[config.mk]
export PLATFORM = sky130hd
export DESIGN_NAME = can_frame_rx_ring_status_table_unit_flat
export DESIGN_NICKNAME = d
export VERILOG_FILES = /design/src/rtl/core/cfrx_pkg.sv /design/src/rtl/core/cfrx_if.sv /design/src/rtl/core/can_frame_rx_ring_status_table_unit.sv /design/src/rtl/core/cfrx_ring.sv /design/src/rtl/core/cfrx_status.sv /design/src/flat_wrapper.sv
export VERILOG_INCLUDE_DIRS = /design/src /design/src/rtl/core
export SDC_FILE = /design/constraint.sdc
export NUM_CORES = 2
export LEC_CHECK = 0
export ABC_AREA = 1
export BUFFER_PORTS_ARGS = -buffer_cell sky130_fd_sc_hd__buf_2
export CAP_MARGIN = 25
export CORE_MARGIN = 1
export CORE_UTILIZATION = 45
export DETAILED_ROUTE_END_ITERATION = 7
export PLACE_DENSITY = 0.69
export SYNTH_ARGS = -nofsm -noshare
export SYNTH_HDL_FRONTEND = slang
export SYNTH_HIERARCHICAL = 1
export SYNTH_SLANG_ARGS = --single-unit
[constraint.sdc]
create_clock -name clk -period 13.46 [get_ports clk]
set_clock_uncertainty 0.15 [all_clocks]
set_input_delay 2.019 -clock clk [delete_from_list [all_inputs] [get_ports clk]]
set_output_delay 2.019 -clock clk [all_outputs]
set_load 0.02 [all_outputs]
[src/rtl/core/can_frame_rx_ring_status_table_unit_defines.svh]
// Assertion helpers shared by the receive ring design.
`ifndef CAN_FRAME_RX_RING_STATUS_TABLE_UNIT_DEFINES_SVH
`define CAN_FRAME_RX_RING_STATUS_TABLE_UNIT_DEFINES_SVH

// Same-cycle implication, disabled while reset is asserted.
`define CFRX_ASSERT_NOW(label, clk, rst_n, ante, cons) \
	label: assert property (@(posedge clk) disable iff (!rst_n) (ante) |-> (cons)) \
		else $error("same-cycle check failed");

// Next-cycle implication, disabled while reset is asserted.
`define CFRX_ASSERT_NEXT(label, clk, rst_n, ante, cons) \
	label: assert property (@(posedge clk) disable iff (!rst_n) (ante) |=> (cons)) \
		else $error("next-cycle check failed");

`endif

[src/rtl/core/cfrx_pkg.sv]
package cfrx_pkg;

	localparam int ID_W      = 11;
	localparam int LEN_W     = 4;
	localparam int PAYLOAD_W = 64;
	localparam int MIDX_W    = 8;
	localparam int BYTE_W    = 8;
	localparam int SPEED_W   = 16;

	localparam int RING_DEPTH_DEF  = 16;
	localparam int MOTOR_SLOTS_DEF = 8;

	// Length thresholds of the status decode.
	localparam logic [LEN_W-1:0] STATUS_MIN_LEN = 4'd5;
	localparam logic [LEN_W-1:0] ERROR_MIN_LEN  = 4'd6;

	typedef enum logic [1:0] {
		OP_RX     = 2'd0,
		OP_POP    = 2'd1,
		OP_STATUS = 2'd2
	} op_t;

	typedef struct packed {
		logic [ID_W-1:0]      id;
		logic [LEN_W-1:0]     length;
		logic [PAYLOAD_W-1:0] payload;
	} frame_t;

	typedef struct packed {
		logic [SPEED_W-1:0] speed;
		logic [BYTE_W-1:0]  direction;
		logic [BYTE_W-1:0]  running;
		logic [BYTE_W-1:0]  error;
	} motor_entry_t;

	typedef struct packed {
		logic full;
		logic empty;
	} ring_status_t;

	function automatic logic [BYTE_W-1:0] payload_byte(input logic [PAYLOAD_W-1:0] p,
		input logic [2:0] k);
		return p[k*BYTE_W +: BYTE_W];
	endfunction

endpackage

[src/rtl/core/cfrx_if.sv]
interface cfrx_req_if import cfrx_pkg::*; ();
	logic                 valid;
	logic                 ready;
	logic [1:0]           op;
	logic [ID_W-1:0]      rx_id;
	logic [LEN_W-1:0]     rx_length;
	logic [PAYLOAD_W-1:0] rx_payload;
	logic [MIDX_W-1:0]    motor_index;

	modport source (output valid, op, rx_id, rx_length, rx_payload, motor_index, input ready);
	modport sink (input valid, op, rx_id, rx_length, rx_payload, motor_index, output ready);
endinterface

interface cfrx_rsp_if import cfrx_pkg::*; ();
	logic                 valid;
	logic                 ready;
	logic                 frame_present;
	logic [ID_W-1:0]      out_id;
	logic [LEN_W-1:0]     out_length;
	logic [PAYLOAD_W-1:0] out_payload;
	logic                 dropped;
	logic [SPEED_W-1:0]   motor_speed;
	logic [BYTE_W-1:0]    motor_direction;
	logic [BYTE_W-1:0]    motor_running;
	logic [BYTE_W-1:0]    motor_error;

	modport source (output valid, frame_present, out_id, out_length, out_payload, dropped,
		motor_speed, motor_direction, motor_running, motor_error, input ready);
	modport sink (input valid, frame_present, out_id, out_length, out_payload, dropped,
		motor_speed, motor_direction, motor_running, motor_error, output ready);
endinterface

interface cfrx_cfg_if import cfrx_pkg::*; ();
	logic            valid;
	logic            ready;
	logic [ID_W-1:0] status_frame_id;

	modport source (output valid, status_frame_id, input ready);
	modport sink (input valid, status_frame_id, output ready);
endinterface

[src/rtl/core/can_frame_rx_ring_status_table_unit.sv]
// Stage 1 takes a request at accept; stage 2 takes it once free and offers the
// result. One request per cycle while results are taken; ring and status table
// each take at most one access per request; reads register before stage 2.
// Reset clears the ring pointers, the status table valid bits and the status
// identifier register at once; ring contents are not cleared and no sweep runs.
`include "can_frame_rx_ring_status_table_unit_defines.svh"

module can_frame_rx_ring_status_table_unit import cfrx_pkg::*; #(
	parameter int RING_DEPTH  = RING_DEPTH_DEF,
	parameter int MOTOR_SLOTS = MOTOR_SLOTS_DEF
) (
	input logic        clk,
	input logic        arst_n,
	cfrx_req_if.sink   req,
	cfrx_rsp_if.source rsp,
	cfrx_cfg_if.sink   cfg
);

	logic [ID_W-1:0] status_id_q;

	logic         acc;
	logic         adv_s2;
	logic         move_s1;
	op_t          req_op;
	ring_status_t ring_st;
	frame_t       wr_frame;
	frame_t       rd_frame;
	motor_entry_t rd_entry;

	logic valid_s1;
	op_t  op_s1;
	logic dropped_s1;
	logic present_s1;

	logic                 valid_s2;
	logic                 present_s2;
	frame_t               frame_s2;
	logic                 dropped_s2;
	motor_entry_t         entry_s2;

	assign req_op  = op_t'(req.op);
	assign adv_s2  = !valid_s2 || rsp.ready;
	assign move_s1 = valid_s1 && adv_s2;

	assign req.ready = !valid_s1 || adv_s2;
	assign acc       = req.valid && req.ready;

	assign cfg.ready = 1'b1;

	always_ff @(posedge clk or negedge arst_n) begin
		if (!arst_n) begin
			status_id_q <= '0;
		end else if (cfg.valid) begin
			status_id_q <= cfg.status_frame_id;
		end
	end

	assign wr_frame.id      = req.rx_id;
	assign wr_frame.length  = req.rx_length;
	assign wr_frame.payload = req.rx_payload;

	cfrx_ring #(
		.RING_DEPTH(RING_DEPTH)
	) u_ring (
		.clk     (clk),
		.arst_n  (arst_n),
		.push    (acc && req_op == OP_RX),
		.pop     (acc && req_op == OP_POP),
		.wr_frame(wr_frame),
		.status  (ring_st),
		.rd_frame(rd_frame)
	);

	cfrx_status #(
		.MOTOR_SLOTS(MOTOR_SLOTS)
	) u_status (
		.clk            (clk),
		.arst_n         (arst_n),
		.rx_en          (acc && req_op == OP_RX),
		.rx_id          (req.rx_id),
		.rx_length      (req.rx_length),
		.rx_payload     (req.rx_payload),
		.status_frame_id(status_id_q),
		.rd_en          (acc && req_op == OP_STATUS),
		.rd_index       (req.motor_index),
		.rd_entry       (rd_entry)
	);

	// All state changes happen at accept; stage 1 only carries what the
	// result needs alongside the registered ring and table reads.
	always_ff @(posedge clk or negedge arst_n) begin
		if (!arst_n) begin
			valid_s1 <= 1'b0;
			valid_s2 <= 1'b0;
		end else begin
			if (acc) begin
				valid_s1 <= 1'b1;
			end else if (adv_s2) begin
				valid_s1 <= 1'b0;
			end
			if (adv_s2) begin
				valid_s2 <= valid_s1;
			end
		end
	end

	// The drop and present flags are only ever set for their own ops, so they
	// pass straight through; the table read is kept only for a status request.
	always_ff @(posedge clk) begin
		if (acc) begin
			op_s1      <= req_op;
			dropped_s1 <= (req_op == OP_RX) && ring_st.full;
			present_s1 <= (req_op == OP_POP) && !ring_st.empty;
		end
		if (move_s1) begin
			present_s2 <= present_s1;
			frame_s2   <= present_s1 ? rd_frame : '0;
			dropped_s2 <= dropped_s1;
			entry_s2   <= (op_s1 == OP_STATUS) ? rd_entry : '0;
		end
	end

	assign rsp.valid           = valid_s2;
	assign rsp.frame_present   = present_s2;
	assign rsp.out_id          = frame_s2.id;
	assign rsp.out_length      = frame_s2.length;
	assign rsp.out_payload     = frame_s2.payload;
	assign rsp.dropped         = dropped_s2;
	assign rsp.motor_speed     = entry_s2.speed;
	assign rsp.motor_direction = entry_s2.direction;
	assign rsp.motor_running   = entry_s2.running;
	assign rsp.motor_error     = entry_s2.error;

	`CFRX_ASSERT_NEXT(a_full_drops, clk, arst_n, acc && req_op == OP_RX && ring_st.full, dropped_s1)
	`CFRX_ASSERT_NEXT(a_pop_finds, clk, arst_n, acc && req_op == OP_POP && !ring_st.empty, present_s1)
	`CFRX_ASSERT_NOW(a_stall_cause, clk, arst_n, !req.ready, valid_s1 && valid_s2 && !rsp.ready)

endmodule

[src/rtl/core/cfrx_ring.sv]
module cfrx_ring import cfrx_pkg::*; #(
	parameter int RING_DEPTH = RING_DEPTH_DEF
) (
	input  logic         clk,
	input  logic         arst_n,
	input  logic         push,
	input  logic         pop,
	input  frame_t       wr_frame,
	output ring_status_t status,
	output frame_t       rd_frame
);

	localparam int PTR_W = (RING_DEPTH > 1) ? $clog2(RING_DEPTH) : 1;
	localparam logic [PTR_W-1:0] LAST = PTR_W'(RING_DEPTH - 1);

	frame_t           mem_q [RING_DEPTH];
	frame_t           rd_frame_q;
	logic [PTR_W-1:0] wr_ptr_q;
	logic [PTR_W-1:0] rd_ptr_q;
	logic [PTR_W-1:0] wr_next;
	logic [PTR_W-1:0] rd_next;
	logic             do_write;
	logic             do_read;

	assign wr_next = (wr_ptr_q == LAST) ? '0 : wr_ptr_q + 1'b1;
	assign rd_next = (rd_ptr_q == LAST) ? '0 : rd_ptr_q + 1'b1;

	// One slot always stays free, so equal pointers mean empty.
	assign status.empty = (wr_ptr_q == rd_ptr_q);
	assign status.full  = (wr_next == rd_ptr_q);

	assign do_write = push && !status.full;
	assign do_read  = pop && !status.empty;

	always_ff @(posedge clk or negedge arst_n) begin
		if (!arst_n) begin
			wr_ptr_q <= '0;
			rd_ptr_q <= '0;
		end else begin
			if (do_write) begin
				wr_ptr_q <= wr_next;
			end
			if (do_read) begin
				rd_ptr_q <= rd_next;
			end
		end
	end

	// Write and read never hit the same slot: a read needs a non-empty ring.
	always_ff @(posedge clk) begin
		if (do_write) begin
			mem_q[wr_ptr_q] <= wr_frame;
		end
		if (do_read) begin
			rd_frame_q <= mem_q[rd_ptr_q];
		end
	end

	assign rd_frame = rd_frame_q;

endmodule

[src/rtl/core/cfrx_status.sv]
module cfrx_status import cfrx_pkg::*; #(
	parameter int MOTOR_SLOTS = MOTOR_SLOTS_DEF
) (
	input  logic                 clk,
	input  logic                 arst_n,
	input  logic                 rx_en,
	input  logic [ID_W-1:0]      rx_id,
	input  logic [LEN_W-1:0]     rx_length,
	input  logic [PAYLOAD_W-1:0] rx_payload,
	input  logic [ID_W-1:0]      status_frame_id,
	input  logic                 rd_en,
	input  logic [MIDX_W-1:0]    rd_index,
	output motor_entry_t         rd_entry
);

	localparam int IDX_W = (MOTOR_SLOTS > 1) ? $clog2(MOTOR_SLOTS) : 1;
	localparam logic [MIDX_W-1:0] SLOTS = MIDX_W'(MOTOR_SLOTS);

	typedef struct packed {
		logic [SPEED_W-1:0] speed;
		logic [BYTE_W-1:0]  direction;
		logic [BYTE_W-1:0]  running;
	} main_t;

	main_t               main_mem_q [MOTOR_SLOTS];
	logic [BYTE_W-1:0]   err_mem_q  [MOTOR_SLOTS];
	logic [MOTOR_SLOTS-1:0] main_vld_q;

	main_t             rd_main_q;
	logic [BYTE_W-1:0] rd_err_q;
	logic              rd_main_ok_q;

	logic [MIDX_W-1:0] slot;
	logic [IDX_W-1:0]  wr_idx;
	logic [IDX_W-1:0]  rd_idx;
	logic              upd;
	logic              upd_err;
	logic              rd_in_range;
	main_t             wr_main;

	assign slot   = payload_byte(rx_payload, 3'd0);
	assign wr_idx = slot[IDX_W-1:0];
	assign rd_idx = rd_index[IDX_W-1:0];

	assign upd = rx_en && (rx_id == status_frame_id) && (rx_length >= STATUS_MIN_LEN)
		&& (slot < SLOTS);
	assign upd_err     = upd && (rx_length >= ERROR_MIN_LEN);
	assign rd_in_range = rd_index < SLOTS;

	assign wr_main.speed     = {payload_byte(rx_payload, 3'd1), payload_byte(rx_payload, 3'd2)};
	assign wr_main.direction = payload_byte(rx_payload, 3'd3);
	assign wr_main.running   = payload_byte(rx_payload, 3'd4);

	// Valid bits stand in for the table clear: an entry never written reads as zero.
	always_ff @(posedge clk or negedge arst_n) begin
		if (!arst_n) begin
			main_vld_q   <= '0;
			rd_main_ok_q <= 1'b0;
		end else begin
			if (upd) begin
				main_vld_q[wr_idx] <= 1'b1;
			end
			if (rd_en) begin
				rd_main_ok_q <= rd_in_range && main_vld_q[rd_idx];
			end
		end
	end

	// The first update of an entry without an error byte stores a zero error, so
	// one valid bit covers the whole entry.
	always_ff @(posedge clk) begin
		if (upd) begin
			main_mem_q[wr_idx] <= wr_main;
		end
		if (upd_err) begin
			err_mem_q[wr_idx] <= payload_byte(rx_payload, 3'd5);
		end else if (upd && !main_vld_q[wr_idx]) begin
			err_mem_q[wr_idx] <= '0;
		end
		if (rd_en) begin
			rd_main_q <= main_mem_q[rd_idx];
			rd_err_q  <= err_mem_q[rd_idx];
		end
	end

	assign rd_entry.speed     = rd_main_ok_q ? rd_main_q.speed : '0;
	assign rd_entry.direction = rd_main_ok_q ? rd_main_q.direction : '0;
	assign rd_entry.running   = rd_main_ok_q ? rd_main_q.running : '0;
	assign rd_entry.error     = rd_main_ok_q ? rd_err_q : '0;

endmodule

[src/flat_wrapper.sv]
// flat-port wrapper written by rule: the top's interface ports become plain ports
module can_frame_rx_ring_status_table_unit_flat import cfrx_pkg::*;
#(
	parameter int RING_DEPTH  = RING_DEPTH_DEF,
	parameter int MOTOR_SLOTS = MOTOR_SLOTS_DEF
)
  (clk, arst_n, req_valid, req_op, req_rx_id, req_rx_length, req_rx_payload, req_motor_index, req_ready, rsp_valid, rsp_frame_present, rsp_out_id, rsp_out_length, rsp_out_payload, rsp_dropped, rsp_motor_speed, rsp_motor_direction, rsp_motor_running, rsp_motor_error, rsp_ready, cfg_valid, cfg_status_frame_id, cfg_ready);
  cfrx_req_if req_i ();
  cfrx_rsp_if rsp_i ();
  cfrx_cfg_if cfg_i ();
  input logic clk;
  input logic arst_n;
  input wire logic [$bits(req_i.valid)-1:0] req_valid;
  input wire logic [$bits(req_i.op)-1:0] req_op;
  input wire logic [$bits(req_i.rx_id)-1:0] req_rx_id;
  input wire logic [$bits(req_i.rx_length)-1:0] req_rx_length;
  input wire logic [$bits(req_i.rx_payload)-1:0] req_rx_payload;
  input wire logic [$bits(req_i.motor_index)-1:0] req_motor_index;
  output wire logic [$bits(req_i.ready)-1:0] req_ready;
  output wire logic [$bits(rsp_i.valid)-1:0] rsp_valid;
  output wire logic [$bits(rsp_i.frame_present)-1:0] rsp_frame_present;
  output wire logic [$bits(rsp_i.out_id)-1:0] rsp_out_id;
  output wire logic [$bits(rsp_i.out_length)-1:0] rsp_out_length;
  output wire logic [$bits(rsp_i.out_payload)-1:0] rsp_out_payload;
  output wire logic [$bits(rsp_i.dropped)-1:0] rsp_dropped;
  output wire logic [$bits(rsp_i.motor_speed)-1:0] rsp_motor_speed;
  output wire logic [$bits(rsp_i.motor_direction)-1:0] rsp_motor_direction;
  output wire logic [$bits(rsp_i.motor_running)-1:0] rsp_motor_running;
  output wire logic [$bits(rsp_i.motor_error)-1:0] rsp_motor_error;
  input wire logic [$bits(rsp_i.ready)-1:0] rsp_ready;
  input wire logic [$bits(cfg_i.valid)-1:0] cfg_valid;
  input wire logic [$bits(cfg_i.status_frame_id)-1:0] cfg_status_frame_id;
  output wire logic [$bits(cfg_i.ready)-1:0] cfg_ready;
  assign req_i.valid = req_valid;
  assign req_i.op = req_op;
  assign req_i.rx_id = req_rx_id;
  assign req_i.rx_length = req_rx_length;
  assign req_i.rx_payload = req_rx_payload;
  assign req_i.motor_index = req_motor_index;
  assign req_ready = req_i.ready;
  assign rsp_valid = rsp_i.valid;
  assign rsp_frame_present = rsp_i.frame_present;
  assign rsp_out_id = rsp_i.out_id;
  assign rsp_out_length = rsp_i.out_length;
  assign rsp_out_payload = rsp_i.out_payload;
  assign rsp_dropped = rsp_i.dropped;
  assign rsp_motor_speed = rsp_i.motor_speed;
  assign rsp_motor_direction = rsp_i.motor_direction;
  assign rsp_motor_running = rsp_i.motor_running;
  assign rsp_motor_error = rsp_i.motor_error;
  assign rsp_i.ready = rsp_ready;
  assign cfg_i.valid = cfg_valid;
  assign cfg_i.status_frame_id = cfg_status_frame_id;
  assign cfg_ready = cfg_i.ready;
  can_frame_rx_ring_status_table_unit #(.RING_DEPTH(RING_DEPTH), .MOTOR_SLOTS(MOTOR_SLOTS)) u_core (.clk(clk), .arst_n(arst_n), .req(req_i), .rsp(rsp_i), .cfg(cfg_i));
endmodule
==> flow_summary.toml <==
[clock_network]
clk_pin_slew_ps = 60
clock_path_buffers = 3
cts_hold_buf = 0
worstSkewPairLatency_ps = 830
cts_num_sinks = 1858
cts_tree = "done"
clockRootBuffer = "clkbuf_16"
cts_setup_buffers = 0
cts_inserted_buffers = 182
cts-resized-gates = 0
cts_htree_levels = 4

[timing]
fin_crit_ps = 5200
setup_viol = 0
max_freq_mhz = 192
tightest_slew_ps = 1260
slew-limit-headroom = 0.159
rsz0062_at_grt = "false"
hold_viol_final = 0
slew_violations = 0
setup_ws_ps = 8260
timing.final.crit_share = 0.386
setup_tns_ps = 0

[routing]
dr_wl_met3_um = 14200
via_per_inst = 5.65
drt_iter0_drc = 5289
postRouteWirelength_um = 177000
drt_first_pass_iters = 6
wl_met1_um = 74100
wl_met2_um = 84300
vias = 44200
highest_layer = "met5"
wl_per_cell_um = 22.7
antenna_left = 0
drc = 0

[synthesis]
synth_cell_types = 33
netlist_area_um2 = 72300
avgSynthCellArea_um2 = 13.3
synth_area_leader_cell = "edfxtp_1"
synth-seq-area-share = 0.769
syn-num-nets = 5564
synth.area.top_cells = "edfxtp_1 76%, nor2_1 5.8%, o21ai_0 5.1%"
synth_top_area_share = 0.759
ys_warn_count = 6
synthCells = 5453
ys_seq_elements = 1858

[run]
cap_violations = 0

[status]
status = "completed"

[floorplan]
coreArea_um2 = 159000
io_pins = 229
initial_core_util = 0.455
die_h_um = 403
fp.dieW_um = 403
rows = 146
die_area_um2 = 162000

[critical_path]
worst_ep_arrival_time_ps = 5440
worst_setup_path_start_kind = "primary input"
critical_path.top_delay_family = "simple AND/OR/NAND/NOR gates"
crit_slowest_cell = "buf_4"
worstPathRequired_ps = 13700
path_class = "in2reg"
cp_common_cell = "inv_1"
path_cells = "buf_2 -> inv_1 -> nand3_1 -> nand2_1 -> nor2_1 -> inv_1 -> o21bai_4 -> buf_12 -> nor2_4 -> buf_4"
crit_fanout = 55
crit_buf_inv = 5
cp_slowest_stage_delay_ps = 930
endpoint_kind = "flip-flop"

[layout]
final_common_cell = "edfxtp_1"
drive_gt1_frac = 0.104
area_growth_pct = 12.2
final_core_util = 0.511
final_nets = 5711
layout_common_cells = "1828 x edfxtp_1, 1109 x nor2_1, 730 x o21ai_0, 538 x nand2_1, 238 x inv_1"
instances_no_fill = 7823

[grt]
grt_pass1_wl_um = 265000
grt_pass1_vias = 42500
antenna_found_initial = 14
grt.total_usage = 0.215
grt_overflow_total = 0
grt_max_degree = 229

[power_and_ir_drop]
cellLeakagePower_nw = 27.7
powerDensity_nw_per_um2 = 188
p_total_mw = 15.3
vdd_ir_drop_max_mv = 0.173

[place]
dp.cells = 7482
port_buffers = 227
place_congestion = 0.811
dp_hpwl_um = 96000
dpl_worst_slack_ps = 7300

[min_path]
min_path_type = "reg2reg"
-- cells by family after synthesis --
logic type / Yosys count / share of synthesized area
simple gates: 1858 / 0.0999
fa+ha+maj: 6 / 0.00104
flops: 1858 / 0.769
compound gates: 1138 / 0.0913
xor+xnor: 4 / 0.000484
buf+inv: 588 / 0.0379
other cells: 1 / 0.0000518
-- cells in the mapped netlist, drive strengths merged --
cell    instances
a21oi           5
conb            1
nand4           3
clkinv          1
o32ai          80
edfxtp       1828
o21bai          1
nor3            8
dfrtp          30
xnor2           3
a21boi          1
o22ai         158
ha              6
clkbuf        170
nand2         538
nor2         1127
inv           245
nor4            1
buf           172
and2            1
nand3         180
o211ai        160
o21ai         733
xor2            1
-- worst register-to-register path, stage by stage (launching register included) --
cell      delay (ps)
dfrtp_4          990
buf_4            790
buf_4            950
buf_4            940
o21ai_0          270
o211ai_1         230
nand3_1          280
nand3_1          260
-- power breakdown --
part | switching [mW] | internal, mW | total (mW)
combinational | 2.52 | 0.929 | 3.45
sequential | 0.150 | 6.64 | 6.79
clock | 2.16 | 2.88 | 5.04
-- per-stage QoR --
stage | hold WS (ps) | area, um2
final | 283 | 81200
after global routing | 304 | 81200
after CTS | 281 | 81000
after detailed placement | 267 | 75000
after global placement | 260 | 75000
after floorplan | 250 | 72300
-- layout make-up --
cell class / count / area [um2]
clock buffer: 222 / 4790
multi-input combinational: 3007 / 14100
antenna: 3 / 7.51
tap: 2072 / 2590
inverter: 246 / 946
fill: 13100 / 77800
clock inverter: 110 / 1190
sequential: 1858 / 55700
timing repair buffer: 305 / 1880
-- path summary, 6_finish.rpt --
kind | slack, ps | cells after the start | startpoint | end
worst min register to register | 280 | 0 | u_core/dropped_s1$_DFFE_PP_ | u_core/rsp.dropped$_DFFE_PP_
max in group asynchronous | 11420 | 2 | arst_n | u_core/u_ring/rd_ptr_q[2]$_DFFE_PN0P_
worst min-delay path | 280 | 0 | u_core/dropped_s1$_DFFE_PP_ | u_core/rsp.dropped$_DFFE_PP_
worst max register to register | 8390 | 7 | u_core/u_ring/rd_ptr_q[1]$_DFFE_PN0P_ | u_core/u_ring/rd_frame[16]$_DFFE_PP_
min in group asynchronous | 1190 | 2 | arst_n | u_core/u_status/main_vld_q[6]$_DFFE_PN0N_
worst max-delay path | 8260 | 10 | rsp_ready | u_core/u_ring/mem_q[5][15]$_DFFE_PP_
-- state kept, by name (all words and copies together), names as in the netlist, 2 cells and up --
signal and cells:
u_core/u_ring/mem_q 1264, u_core/u_status/main_mem_q 256, u_core/u_ring/rd_frame 79, u_core/rsp.out_payload 64, u_core/u_status/err_mem_q 64, u_core/u_status/rd_main_q 32
u_core/rsp.motor_speed 16, u_core/rsp.out_id 11, u_core/status_id_q 11, u_core/rsp.motor_direction 8, u_core/rsp.motor_error 8, u_core/rsp.motor_running 8
u_core/u_status/main_vld_q 8, u_core/u_status/rd_err_q 8, u_core/rsp.out_length 4, u_core/u_ring/rd_ptr_q 4, u_core/u_ring/wr_ptr_q 4, u_core/op_s1 2
-- per-layer routing --
layer | up-vias | GRT usage
li1 | 20000 | -
met1 | 22000 | 0.299
met2 | 1945 | 0.345
met3 | 287 | 0.0383
met4 | 14 | 0.0686
met5 | - | 0
(Power assumes the default switching activity.)
